**src/rtl/assert_macros.svh**
```systemverilog
// Assertion macros used by the register file top level.
`ifndef ASSERT_MACROS_SVH
`define ASSERT_MACROS_SVH

// Implication checked at every clock edge outside reset.
`define MPR_ASSERT_IMP(label, ante, cons, msg) \
  label: assert property (@(posedge clk_i) disable iff (!rst_ni) (ante) |-> (cons)) \
    else $error(msg);

// Implication whose consequence is checked in the cycle after the antecedent.
`define MPR_ASSERT_NEXT(label, ante, cons, msg) \
  label: assert property (@(posedge clk_i) disable iff (!rst_ni) (ante) |=> (cons)) \
    else $error(msg);

`endif

```
**src/rtl/mpr_pkg.sv**
```systemverilog
// Package with shared constants, types and helpers of the page register file.
package mpr_pkg;

  localparam int unsigned ENTRY_COUNT = 64;
  localparam int unsigned WORD_W      = 16;
  localparam int unsigned ENTRY_W     = 2 * WORD_W;
  localparam int unsigned BUS_ADDR_W  = 9;

  localparam logic [WORD_W-1:0] WMASK_RESET = 16'hFF0E;
  localparam logic [WORD_W-1:0] MARK_RESET  = 16'h0040;

  // Configuration register indexes.
  typedef enum logic [0:0] {
    CFG_WRITABLE_MASK = 1'b0,
    CFG_MARK_MASK     = 1'b1
  } mpr_cfg_e;

  // Sequencer states, one-hot.
  typedef enum logic [1:0] {
    ST_IDLE = 2'b01,
    ST_EXEC = 2'b10
  } mpr_state_e;

  // Access control toward the table.
  typedef struct packed {
    logic rd_en;
    logic wr_en;
  } mpr_ctl_t;

  // Entry number from the bus address: bits 4..1 low, clear bit 6 adds 16, bit 8 adds 32.
  function automatic logic [5:0] entry_of(input logic [BUS_ADDR_W-1:0] addr);
    logic [5:0] e;
    e = {addr[8], ~addr[6], addr[4:1]};
    return e;
  endfunction

endpackage

```
**src/rtl/mpr_table.sv**
```systemverilog
// Synchronous entry store with one read and one write port and per-entry valid bits.
module mpr_table #(
  parameter int unsigned EntryCount = mpr_pkg::ENTRY_COUNT,
  parameter int unsigned IdxW       = $clog2(EntryCount)
) (
  input  logic                      clk_i,
  input  logic                      rst_ni,
  input  mpr_pkg::mpr_ctl_t         ctl_i,
  input  logic [IdxW-1:0]           rd_idx_i,
  input  logic [IdxW-1:0]           wr_idx_i,
  input  logic [mpr_pkg::ENTRY_W-1:0] wr_data_i,
  output logic [mpr_pkg::ENTRY_W-1:0] rd_data_o,
  output logic                      rd_valid_o
);
  import mpr_pkg::*;

  logic [ENTRY_W-1:0]    mem [EntryCount];
  logic [EntryCount-1:0] valid_q;
  logic [ENTRY_W-1:0]    rd_data_q;
  logic                  rd_valid_q;

  // Storage array and registered read data.
  always_ff @(posedge clk_i) begin
    if (ctl_i.wr_en) begin
      mem[wr_idx_i] <= wr_data_i;
    end
    if (ctl_i.rd_en) begin
      rd_data_q <= mem[rd_idx_i];
    end
  end

  // Valid bits: an entry not written since reset reads back with its valid bit clear.
  always_ff @(posedge clk_i or negedge rst_ni) begin
    if (!rst_ni) begin
      valid_q    <= '0;
      rd_valid_q <= 1'b0;
    end else begin
      if (ctl_i.wr_en) begin
        valid_q[wr_idx_i] <= 1'b1;
      end
      if (ctl_i.rd_en) begin
        rd_valid_q <= valid_q[rd_idx_i];
      end
    end
  end

  assign rd_data_o  = rd_data_q;
  assign rd_valid_o = rd_valid_q;

endmodule

```
**src/rtl/mpr_merge.sv**
```systemverilog
// Read-modify-write logic that forms the new entry and the returned word.
module mpr_merge (
  input  logic [mpr_pkg::ENTRY_W-1:0] entry_i,
  input  logic                        entry_valid_i,
  input  logic                        mode_i,
  input  logic                        addr_half_i,
  input  logic                        high_lane_i,
  input  logic                        byte_access_i,
  input  logic [mpr_pkg::WORD_W-1:0]  write_data_i,
  input  logic [mpr_pkg::WORD_W-1:0]  writable_mask_i,
  input  logic [mpr_pkg::WORD_W-1:0]  mark_mask_i,
  output logic [mpr_pkg::ENTRY_W-1:0] new_entry_o,
  output logic [mpr_pkg::WORD_W-1:0]  result_o
);
  import mpr_pkg::*;

  logic [WORD_W-1:0] hi;
  logic [WORD_W-1:0] lo;
  logic [WORD_W-1:0] old_half;
  logic [WORD_W-1:0] data;
  logic [WORD_W-1:0] new_lo;

  // An entry that was never written holds zero.
  assign hi = entry_valid_i ? entry_i[ENTRY_W-1:WORD_W] : '0;
  assign lo = entry_valid_i ? entry_i[WORD_W-1:0] : '0;

  assign old_half = addr_half_i ? hi : lo;

  // Byte writes merge the low data byte into one lane of the chosen half.
  always_comb begin
    data = write_data_i;
    if (byte_access_i) begin
      if (high_lane_i) begin
        data = {write_data_i[7:0], old_half[7:0]};
      end else begin
        data = {old_half[15:8], write_data_i[7:0]};
      end
    end
  end

  // Descriptor write keeps only writable bits and clears the written mark.
  assign new_lo = (data & writable_mask_i) | (lo & ~(writable_mask_i | mark_mask_i));

  always_comb begin
    new_entry_o = {hi, lo};
    result_o    = old_half;
    if (mode_i) begin
      if (addr_half_i) begin
        new_entry_o = {data, lo & ~mark_mask_i};
        result_o    = data;
      end else begin
        new_entry_o = {hi, new_lo};
        result_o    = new_lo;
      end
    end
  end

endmodule

```
**src/rtl/mmu_page_register_file.sv**
```systemverilog
// Top level of the bus-facing page address and descriptor register file.
//
//   Channel  Direction  Handshake                Word
//   in       input      in_valid_i / in_ready_o  mode, bus_address, byte_access, write_data
//   out      output     out_valid_o / out_ready_i read_data
//   cfg      input      cfg_valid_i / cfg_ready_o cfg_index, cfg_data
//
// For each word the table read issues at acceptance; the merge and write-back follow in
// ST_EXEC from the registered read data. A new word is accepted only in ST_IDLE, so
// not before the write-back of the previous word has taken place.
// If a result still waits in the output register, the write-back cycle stalls.
// Reset clears all entries at once through per-entry valid bits; no sweep is needed.
// Configuration writes are always accepted.
module mmu_page_register_file #(
  parameter int unsigned EntryCount = mpr_pkg::ENTRY_COUNT
) (
  input  logic                           clk_i,
  input  logic                           rst_ni,
  input  logic                           in_valid_i,
  output logic                           in_ready_o,
  input  logic                           mode_i,
  input  logic [mpr_pkg::BUS_ADDR_W-1:0] bus_address_i,
  input  logic                           byte_access_i,
  input  logic [mpr_pkg::WORD_W-1:0]     write_data_i,
  output logic                           out_valid_o,
  input  logic                           out_ready_i,
  output logic [mpr_pkg::WORD_W-1:0]     read_data_o,
  input  logic                           cfg_valid_i,
  output logic                           cfg_ready_o,
  input  logic                           cfg_index_i,
  input  logic [mpr_pkg::WORD_W-1:0]     cfg_data_i
);
  import mpr_pkg::*;

  `include "assert_macros.svh"

  localparam int unsigned IdxW = $clog2(EntryCount);

  mpr_state_e        state_q, state_d;
  logic [WORD_W-1:0] wmask_q;
  logic [WORD_W-1:0] mark_q;
  logic [IdxW-1:0]   idx_q;
  logic              mode_q;
  logic              half_q;
  logic              lane_q;
  logic              byte_q;
  logic [WORD_W-1:0] data_q;
  logic              out_valid_q;
  logic [WORD_W-1:0] out_data_q;

  logic              in_fire;
  logic              exec_fire;
  logic [5:0]        entry_full;
  logic [IdxW-1:0]   entry_idx;
  mpr_ctl_t          tbl_ctl;
  logic [ENTRY_W-1:0] rd_entry;
  logic              rd_valid;
  logic [ENTRY_W-1:0] new_entry;
  logic [WORD_W-1:0] result;

  assign in_ready_o  = (state_q == ST_IDLE);
  assign in_fire     = in_valid_i && in_ready_o;
  assign exec_fire   = (state_q == ST_EXEC) && (!out_valid_q || out_ready_i);
  assign cfg_ready_o = 1'b1;

  assign entry_full = entry_of(bus_address_i);
  assign entry_idx  = entry_full[IdxW-1:0];

  // Read at acceptance, write back when the result is registered.
  assign tbl_ctl.rd_en = in_fire;
  assign tbl_ctl.wr_en = exec_fire && mode_q;

  mpr_table #(
    .EntryCount (EntryCount),
    .IdxW       (IdxW)
  ) u_table (
    .clk_i      (clk_i),
    .rst_ni     (rst_ni),
    .ctl_i      (tbl_ctl),
    .rd_idx_i   (entry_idx),
    .wr_idx_i   (idx_q),
    .wr_data_i  (new_entry),
    .rd_data_o  (rd_entry),
    .rd_valid_o (rd_valid)
  );

  mpr_merge u_merge (
    .entry_i         (rd_entry),
    .entry_valid_i   (rd_valid),
    .mode_i          (mode_q),
    .addr_half_i     (half_q),
    .high_lane_i     (lane_q),
    .byte_access_i   (byte_q),
    .write_data_i    (data_q),
    .writable_mask_i (wmask_q),
    .mark_mask_i     (mark_q),
    .new_entry_o     (new_entry),
    .result_o        (result)
  );

  // Sequencer: idle until a word arrives, then ST_EXEC until the write-back can take place.
  always_comb begin
    state_d = state_q;
    case (state_q)
      ST_IDLE: begin
        if (in_fire) begin
          state_d = ST_EXEC;
        end
      end
      ST_EXEC: begin
        if (exec_fire) begin
          state_d = ST_IDLE;
        end
      end
      default: state_d = ST_IDLE;
    endcase
  end

  // Control state, configuration registers and output valid.
  always_ff @(posedge clk_i or negedge rst_ni) begin
    if (!rst_ni) begin
      state_q     <= ST_IDLE;
      wmask_q     <= WMASK_RESET;
      mark_q      <= MARK_RESET;
      out_valid_q <= 1'b0;
    end else begin
      state_q <= state_d;
      if (cfg_valid_i) begin
        case (mpr_cfg_e'(cfg_index_i))
          CFG_WRITABLE_MASK: wmask_q <= cfg_data_i;
          CFG_MARK_MASK:     mark_q  <= cfg_data_i;
          default: ;
        endcase
      end
      if (exec_fire) begin
        out_valid_q <= 1'b1;
      end else if (out_ready_i) begin
        out_valid_q <= 1'b0;
      end
    end
  end

  // Held access word and output data.
  always_ff @(posedge clk_i) begin
    if (in_fire) begin
      idx_q  <= entry_idx;
      mode_q <= mode_i;
      half_q <= bus_address_i[5];
      lane_q <= bus_address_i[0];
      byte_q <= byte_access_i;
      data_q <= write_data_i;
    end
    if (exec_fire) begin
      out_data_q <= result;
    end
  end

  assign out_valid_o = out_valid_q;
  assign read_data_o = out_data_q;

  // Checks on the sequencing of table accesses.
  `MPR_ASSERT_NEXT(a_accept_to_exec, in_fire, state_q == ST_EXEC, "accept did not start write-back")
  `MPR_ASSERT_IMP(a_write_in_exec, tbl_ctl.wr_en, state_q == ST_EXEC, "table write outside write-back")
  `MPR_ASSERT_NEXT(a_exec_to_out, exec_fire, out_valid_o, "write-back produced no result")
  `MPR_ASSERT_IMP(a_no_read_in_exec, state_q == ST_EXEC, !tbl_ctl.rd_en, "table read during write-back")

endmodule
```
**config.mk**
```make
export PLATFORM = sky130hd
export DESIGN_NAME = mmu_page_register_file
export DESIGN_NICKNAME = d
export VERILOG_FILES = /design/src/rtl/mpr_pkg.sv /design/src/rtl/mpr_table.sv /design/src/rtl/mpr_merge.sv /design/src/rtl/mmu_page_register_file.sv
export VERILOG_INCLUDE_DIRS = /design/src /design/src/rtl
export SDC_FILE = /design/constraint.sdc
export NUM_CORES = 2
export LEC_CHECK = 0
export BUFFER_PORTS_ARGS = -buffer_cell sky130_fd_sc_hd__buf_4
export CAP_MARGIN = 20
export CORE_ASPECT_RATIO = 1.5
export CORE_UTILIZATION = 25
export DETAILED_ROUTE_END_ITERATION = 6
export GPL_TIMING_DRIVEN = 0
export MAX_ROUTING_LAYER = met4
export PLACE_DENSITY_LB_ADDON = 0.15
export SYNTH_ARGS = -nofsm -noshare
export SYNTH_HDL_FRONTEND = slang
export SYNTH_HIERARCHICAL = 1
export SYNTH_SLANG_ARGS = --single-unit
export TNS_END_PERCENT = 5
```
**constraint.sdc**
```tcl
create_clock -name clk_i -period 4.61 [get_ports clk_i]
set_clock_uncertainty 0.15 [all_clocks]
set_input_delay 0.922 -clock clk_i [delete_from_list [all_inputs] [get_ports clk_i]]
set_output_delay 0.922 -clock clk_i [all_outputs]
set_load 0.01 [all_outputs]
```
Word level (Yosys, flattened, before mapping) --
Memory sizes are Yosys's and may differ from the RTL's. A register that Yosys moved wholly into a read port is not among the register bits. Cells that the tools add are included.
Operators by class: bitwise gates (word level) 10, equal/unequal tests 4, muxes and demuxes 20, reductions and logical operators 10, order comparisons 3
Operator list (number):
- 2-to-1 mux 16 bit | 7
- 2-to-1 mux 32 bit | 2
- bitwise OR 64 bit | 1
- bitwise AND 16 bit | 3
- NOT 16 bit | 2
- bitwise OR 16 bit | 2
- < comparator 6 x 7 -> 1 bit, second input constant | 2
- binary-select mux 1 bit (select 6 bit) | 1
- demux 1 bit (select 6 bit) | 1
- greater-or-equal comparator 6 x 1 -> 1 bit, second input constant | 1
- 2-to-1 mux 1 bit | 6
- AND reduction 2 bit | 3
- logical AND 1 bit | 4
- 2-to-1 mux 2 bit | 2
- case mux 2 bit (2 select lines) | 1
- equality test 2 x 1 -> 1 bit, second input constant | 1
- equality test 2 bit, second input constant | 1
- inequality test 2 x 1 -> 1 bit, second input constant | 1
- inequality test 2 bit, second input constant | 1
- NOT 1 bit | 2
- nonzero test 2 bit | 1
- logical NOT 1 bit | 1
- logical OR 1 bit | 1
Storage, ports and cells: input port bits 49, output and inout bits 19, register bits after elaboration 142, memory bits (writable) 2048, memories 1
Memories:
- u_table.mem | words 64, width 32, rd ports 1, clocked after memory_dff 1, wr ports 1, RTL line mpr_table.sv:17 | logic [ENTRY_W-1:0] mem [EntryCount];

Logic depth before layout (Yosys ltp) --
depth in word-level cells 8, gate-level depth with buffers 9

Hierarchy --
Netlist, hierarchy kept.
By module, submodules not included:
- mpr_table | cells each 3302, area an instance 81441.9 um^2, instances 1
- mmu_page_register_file | cells each 128, area an instance 2681.3 um^2, instances 1
- mpr_merge | cells each 258, area an instance 1571.5 um^2, instances 1

Worst setup path after synthesis --
No wires, ideal clock.
kind input-to-reg, from in out_ready_i, to mem u_table/mem[48][0] in the netlist's numbering (enable), slack 0.075 ns, stages on the path 5, path buffers 0, required time 3.998 ns, data arrival time 3.922 ns, path through nand2b_1 and3_1 nand4b_1 or2_2 nor3_1
RTL lines:
- from (decl) | RTL line mmu_page_register_file.sv:26 | input logic out_ready_i,
- to (decl) | RTL line mpr_table.sv:17

==> key figures <==
Cells and area
  • FF+latch area: 66200 um^2
  • FILL cells: 32800
  • Final-stage net count: 4221
  • Fraction of layout cells with a size suffix above 1: 0.351
  • Area of the multi-input gates: 19300 um^2
  • Area grow syn2layout: 20.5%

STA
  • F_max: 0.222 GHz
  • # setup viols final: 0
  • Final WS setup: 0.101 ns
  • TNS Setup: 0 ns
  • Tmin final: 4.51 ns
  • Slew @ Worst Pin: 1.23 ns
  • RSZ-0062 raised after global routing: no
  • Fin. max-slew vios: 0
  • Fin. Hold Viols: 0
  • Crit share post-route: 0.978
  • Slew Limit Headroom: 0.180

Setup path
  • Critical Path, Cell by Cell: buf_4 -> buf_2 -> buf_2 -> buf_1 -> mux4_2 -> mux4_2 -> a22oi_1 -> nand2_1
  • Critical Path Fanout Max: 10
  • Setup crit end kind: flop
  • CP startpoint kind: primary input
  • Kind of critical path: primary input to flop
  • Slowest Stage Delay on Critical Path: 0.83 ns
  • WP data required: 5.06 ns
  • Buf/Inv on CP: 4
  • CP delay by family, top: buffers and inverters
  • Worst EP arrival: 4.96 ns
  • Critical-path top delay cell: buf_1

Power
  • Leak pwr: 32.4 nW
  • Combinational fraction of design power: 0.093
  • Worst vdd ir: 0.297 mV
  • Cell area power density: 432 nW/um^2
  • Flop pwr share: 0.521
  • Sw Ratio: 0.242
  • Clock network power share: 0.385
  • P_int: 33.8 mW
  • Switching pwr: 10.8 mW

Global routing
  • Number of global-route vias before repair: 43800
  • Total GRT Usage: 0.173
  • Initial antenna violation count: 9
  • Congestion Overflow GR: 0
  • First-pass GRT wire length: 394 mm
  • Pin count of the biggest net entering global routing: 80

Clocking
  • Clk_lat worst skew: 0.90 ns
  • CTS hold repair buffers: 21
  • CTS Buffer Depth: 4
  • Clock sinks: 2222
  • Post-CTS Setup Bufs: 0
  • H-tree depth: 4
  • CTS tree: yes
  • Clk pin slew, worst setup/hold paths: 0.07 ns
  • Root buffer cell: clkbuf_16
  • Post-cts resize count: 0
  • Num CTS Buffers: 215

Outcome
  • Outcome: finished with violations
  • Failing checks: DRC

Synth
  • Syn Nets: 3737
  • YS warnings: 6
  • #FFs+latches synth: 2222
  • Avg Inst Size Synth: 23.2 um^2
  • Fraction of synthesized cell area taken by the top area cell type: 0.744
  • Ys async rst share: 0.0450
  • Post-synth EDFFs: 2122
  • Synthesized area: 85700 um^2
  • Synth area leaders: edfxtp_1, mux4_2, dfrtp_1, a22oi_1, mux2_2
  • Post-synth cell types: 52
  • Register area share after synthesis: 0.773
  • Synth area leader: edfxtp_1
  • Post-Synthesis Cells: 3688
  • Most used flip-flop cell after synthesis: edfxtp_1

Detailed routing
  • DRC Markers: 2
  • WL/cell: 33.2 um
  • DR vias/cell: 4.68
  • Number of routed nets with antenna violations: 0
  • Routed wire length: 293 mm
  • Via count: 41400
  • Drt pass-1 iters: 7
  • Drt first-iter violations: 3768

Floorplan
  • # IOs: 68
  • Die W: 480 um
  • Die Footprint: 345000 um^2
  • Die Ht: 719 um
  • Core area: 340000 um^2
  • Initial Util: 0.252
  • Cell Rows: 262

Placed design
  • PortBufs: 65
  • Pre-CTS worst setup slack: -0.868 ns
  • Detailed placement HPWL: 211 mm
  • GP Congestion: 0.900

Run
  • Max-Cap Viols: 0

Worst hold path
  • Hold Crit Class: primary input to flop
==> synth_stat cells, types with 10 or more instances <==
| cell type | instances |
|---|---|
| a211oi_1 | 12 |
| nand2_1 | 78 |
| dfstp_2 | 13 |
| dfrtp_1 | 87 |
| buf_4 | 20 |
| o22ai_1 | 22 |
| nor2b_1 | 32 |
| mux2_4 | 11 |
| nor2_1 | 95 |
| buf_1 | 23 |
| buf_2 | 67 |
| clkbuf_1 | 78 |
| mux4_2 | 640 |
| o21a_1 | 17 |
| nand2b_1 | 10 |
| mux2i_1 | 37 |
| a22oi_1 | 66 |
| or2_2 | 65 |
| mux2_2 | 40 |
| buf_6 | 10 |
| nand3_1 | 26 |
| edfxtp_1 | 2122 |
| a32oi_1 | 13 |
| o21ai_0 | 36 |
==> worst reg2reg max path, stage by stage, from the launching register on <==
cell	delay, ns
dfrtp_1	0.37
nor2b_1	0.23
and3_1	0.41
nor2b_1	0.31
nand3_1	0.67
nor2_4	0.83
buf_12	0.26
buf_16	0.22
==> layout make-up <==
cell class / instances / area share
Multi-Input combinational cell: 1260 / 0.187
Clock inverter: 113 / 0.00846
Tap cell: 4488 / 0.0544
Clock buffer: 272 / 0.0553
Antenna cell: 5 / 0.000121
Buffer: 199 / 0.00976
Inverter: 7 / 0.000254
Sequential cell: 2222 / 0.641
Timing Repair Buffer: 267 / 0.0432
==> kinds of logic (layout without fill, tap and decap cells) <==
logic type | Yosys count | in the layout | synth area share
flops | 2222 | 2222 | 0.773
mux | 728 | 728 | 0.180
simple gates | 329 | 329 | 0.0188
buf+inv | 206 | 858 | 0.0119
compound gates | 202 | 202 | 0.0165
other cells | 1 | 6 | 0.0000438
==> worst paths after layout <==
check | start | end | slack, ns | cells past startpoint
max | bus_address_i[3] | u_table/rd_data_o[26] | 0.10 | 8
min | bus_address_i[2] | idx_q[1] | 0.1 | 1
max in group asynchronous | rst_ni | u_table/valid_q[27] | 3.19 | 3
max reg2reg | state_q[1] | u_table/mem[62][7] | 0.80 | 7
min reg2reg | u_table/valid_q[31] | u_table/valid_q[31] | 0.32 | 1
min in group asynchronous | rst_ni | u_table/valid_q[62] | 0.32 | 2
==> sequential cells by signal, summed over array words and instances, names as in the netlist <==
name and flops:
byte_q 1, wmask_q 16, u_table/mem 2048, lane_q 1, out_valid_o 1, idx_q 6
data_q 16, read_data_o 16, state_q 2, mark_q 16, u_table/rd_data_o 32, u_table/rd_valid_o 1
half_q 1, u_table/valid_q 64, mode_q 1
==> metrics by stage <==
stage	power [mW]	cell area [um^2]	std cells	hold WS, ns	util
after floorplan	25.6	85700	3688	0.284	-
after global placement	27.7	91800	8241	0.296	0.270
after detailed placement	27.9	96500	8422	0.299	0.284
after CTS	45.2	103000	8828	0.0264	0.303
after global routing	45.9	103000	8829	0.0715	0.303
final	44.6	103000	8833	0.100	0.304
==> routing by layer <==
layer  routed length, um  track usage  vias to the layer above
li1                    -            -                    16700
met1              103000        0.179                    23200
met2              167000        0.330                     1111
met3               10000       0.0171                      429
met4               13800       0.0722                        0
met5                   0            -                        -
==> layout by cell type (no fill, tap or decap), drive strengths merged, types with 2 or more instances in the layout <==
| cell type | n |
|---|---|
| nand2 | 79 |
| dfstp | 13 |
| and2 | 3 |
| a21boi | 3 |
| a32oi | 13 |
| nor2b | 32 |
| mux2 | 51 |
| a311oi | 4 |
| a222oi | 7 |
| a22oi | 66 |
| a21oi | 7 |
| and3 | 3 |
| clkbuf | 350 |
| nor3b | 2 |
| o21ai | 39 |
| clkinv | 91 |
| nand3b | 2 |
| o21a | 17 |
| and3b | 3 |
| or2 | 65 |
| a211oi | 12 |
| or4 | 2 |
| nor2 | 95 |
| mux4 | 640 |
| a211o | 3 |
| dfrtp | 87 |
| inv | 12 |
| bufinv | 11 |
| nor3 | 2 |
| nand3 | 26 |
| buf | 367 |
| dlygate4sd3 | 21 |
| diode | 5 |
| clkinvlp | 6 |
| o22ai | 22 |
| a31oi | 5 |
| mux2i | 37 |
| nand2b | 10 |
| edfxtp | 2122 |
==> power groups by stage <==
| stage | sequential, mW | combinational, mW | clock (mW) |
|---|---|---|---|
| 2_1_floorplan | 23.8 | 1.83 | 0 |
| 3_3_place_gp | 24.1 | 3.55 | 0 |
| 3_5_place_dp | 23.7 | 4.25 | 0 |
| 4_1_cts | 23.2 | 4.27 | 17.7 |
| 5_1_grt | 23.3 | 4.37 | 18.3 |
| 6_report | 23.3 | 4.17 | 17.2 |
Note: power is estimated with default switching activity, not from simulation.
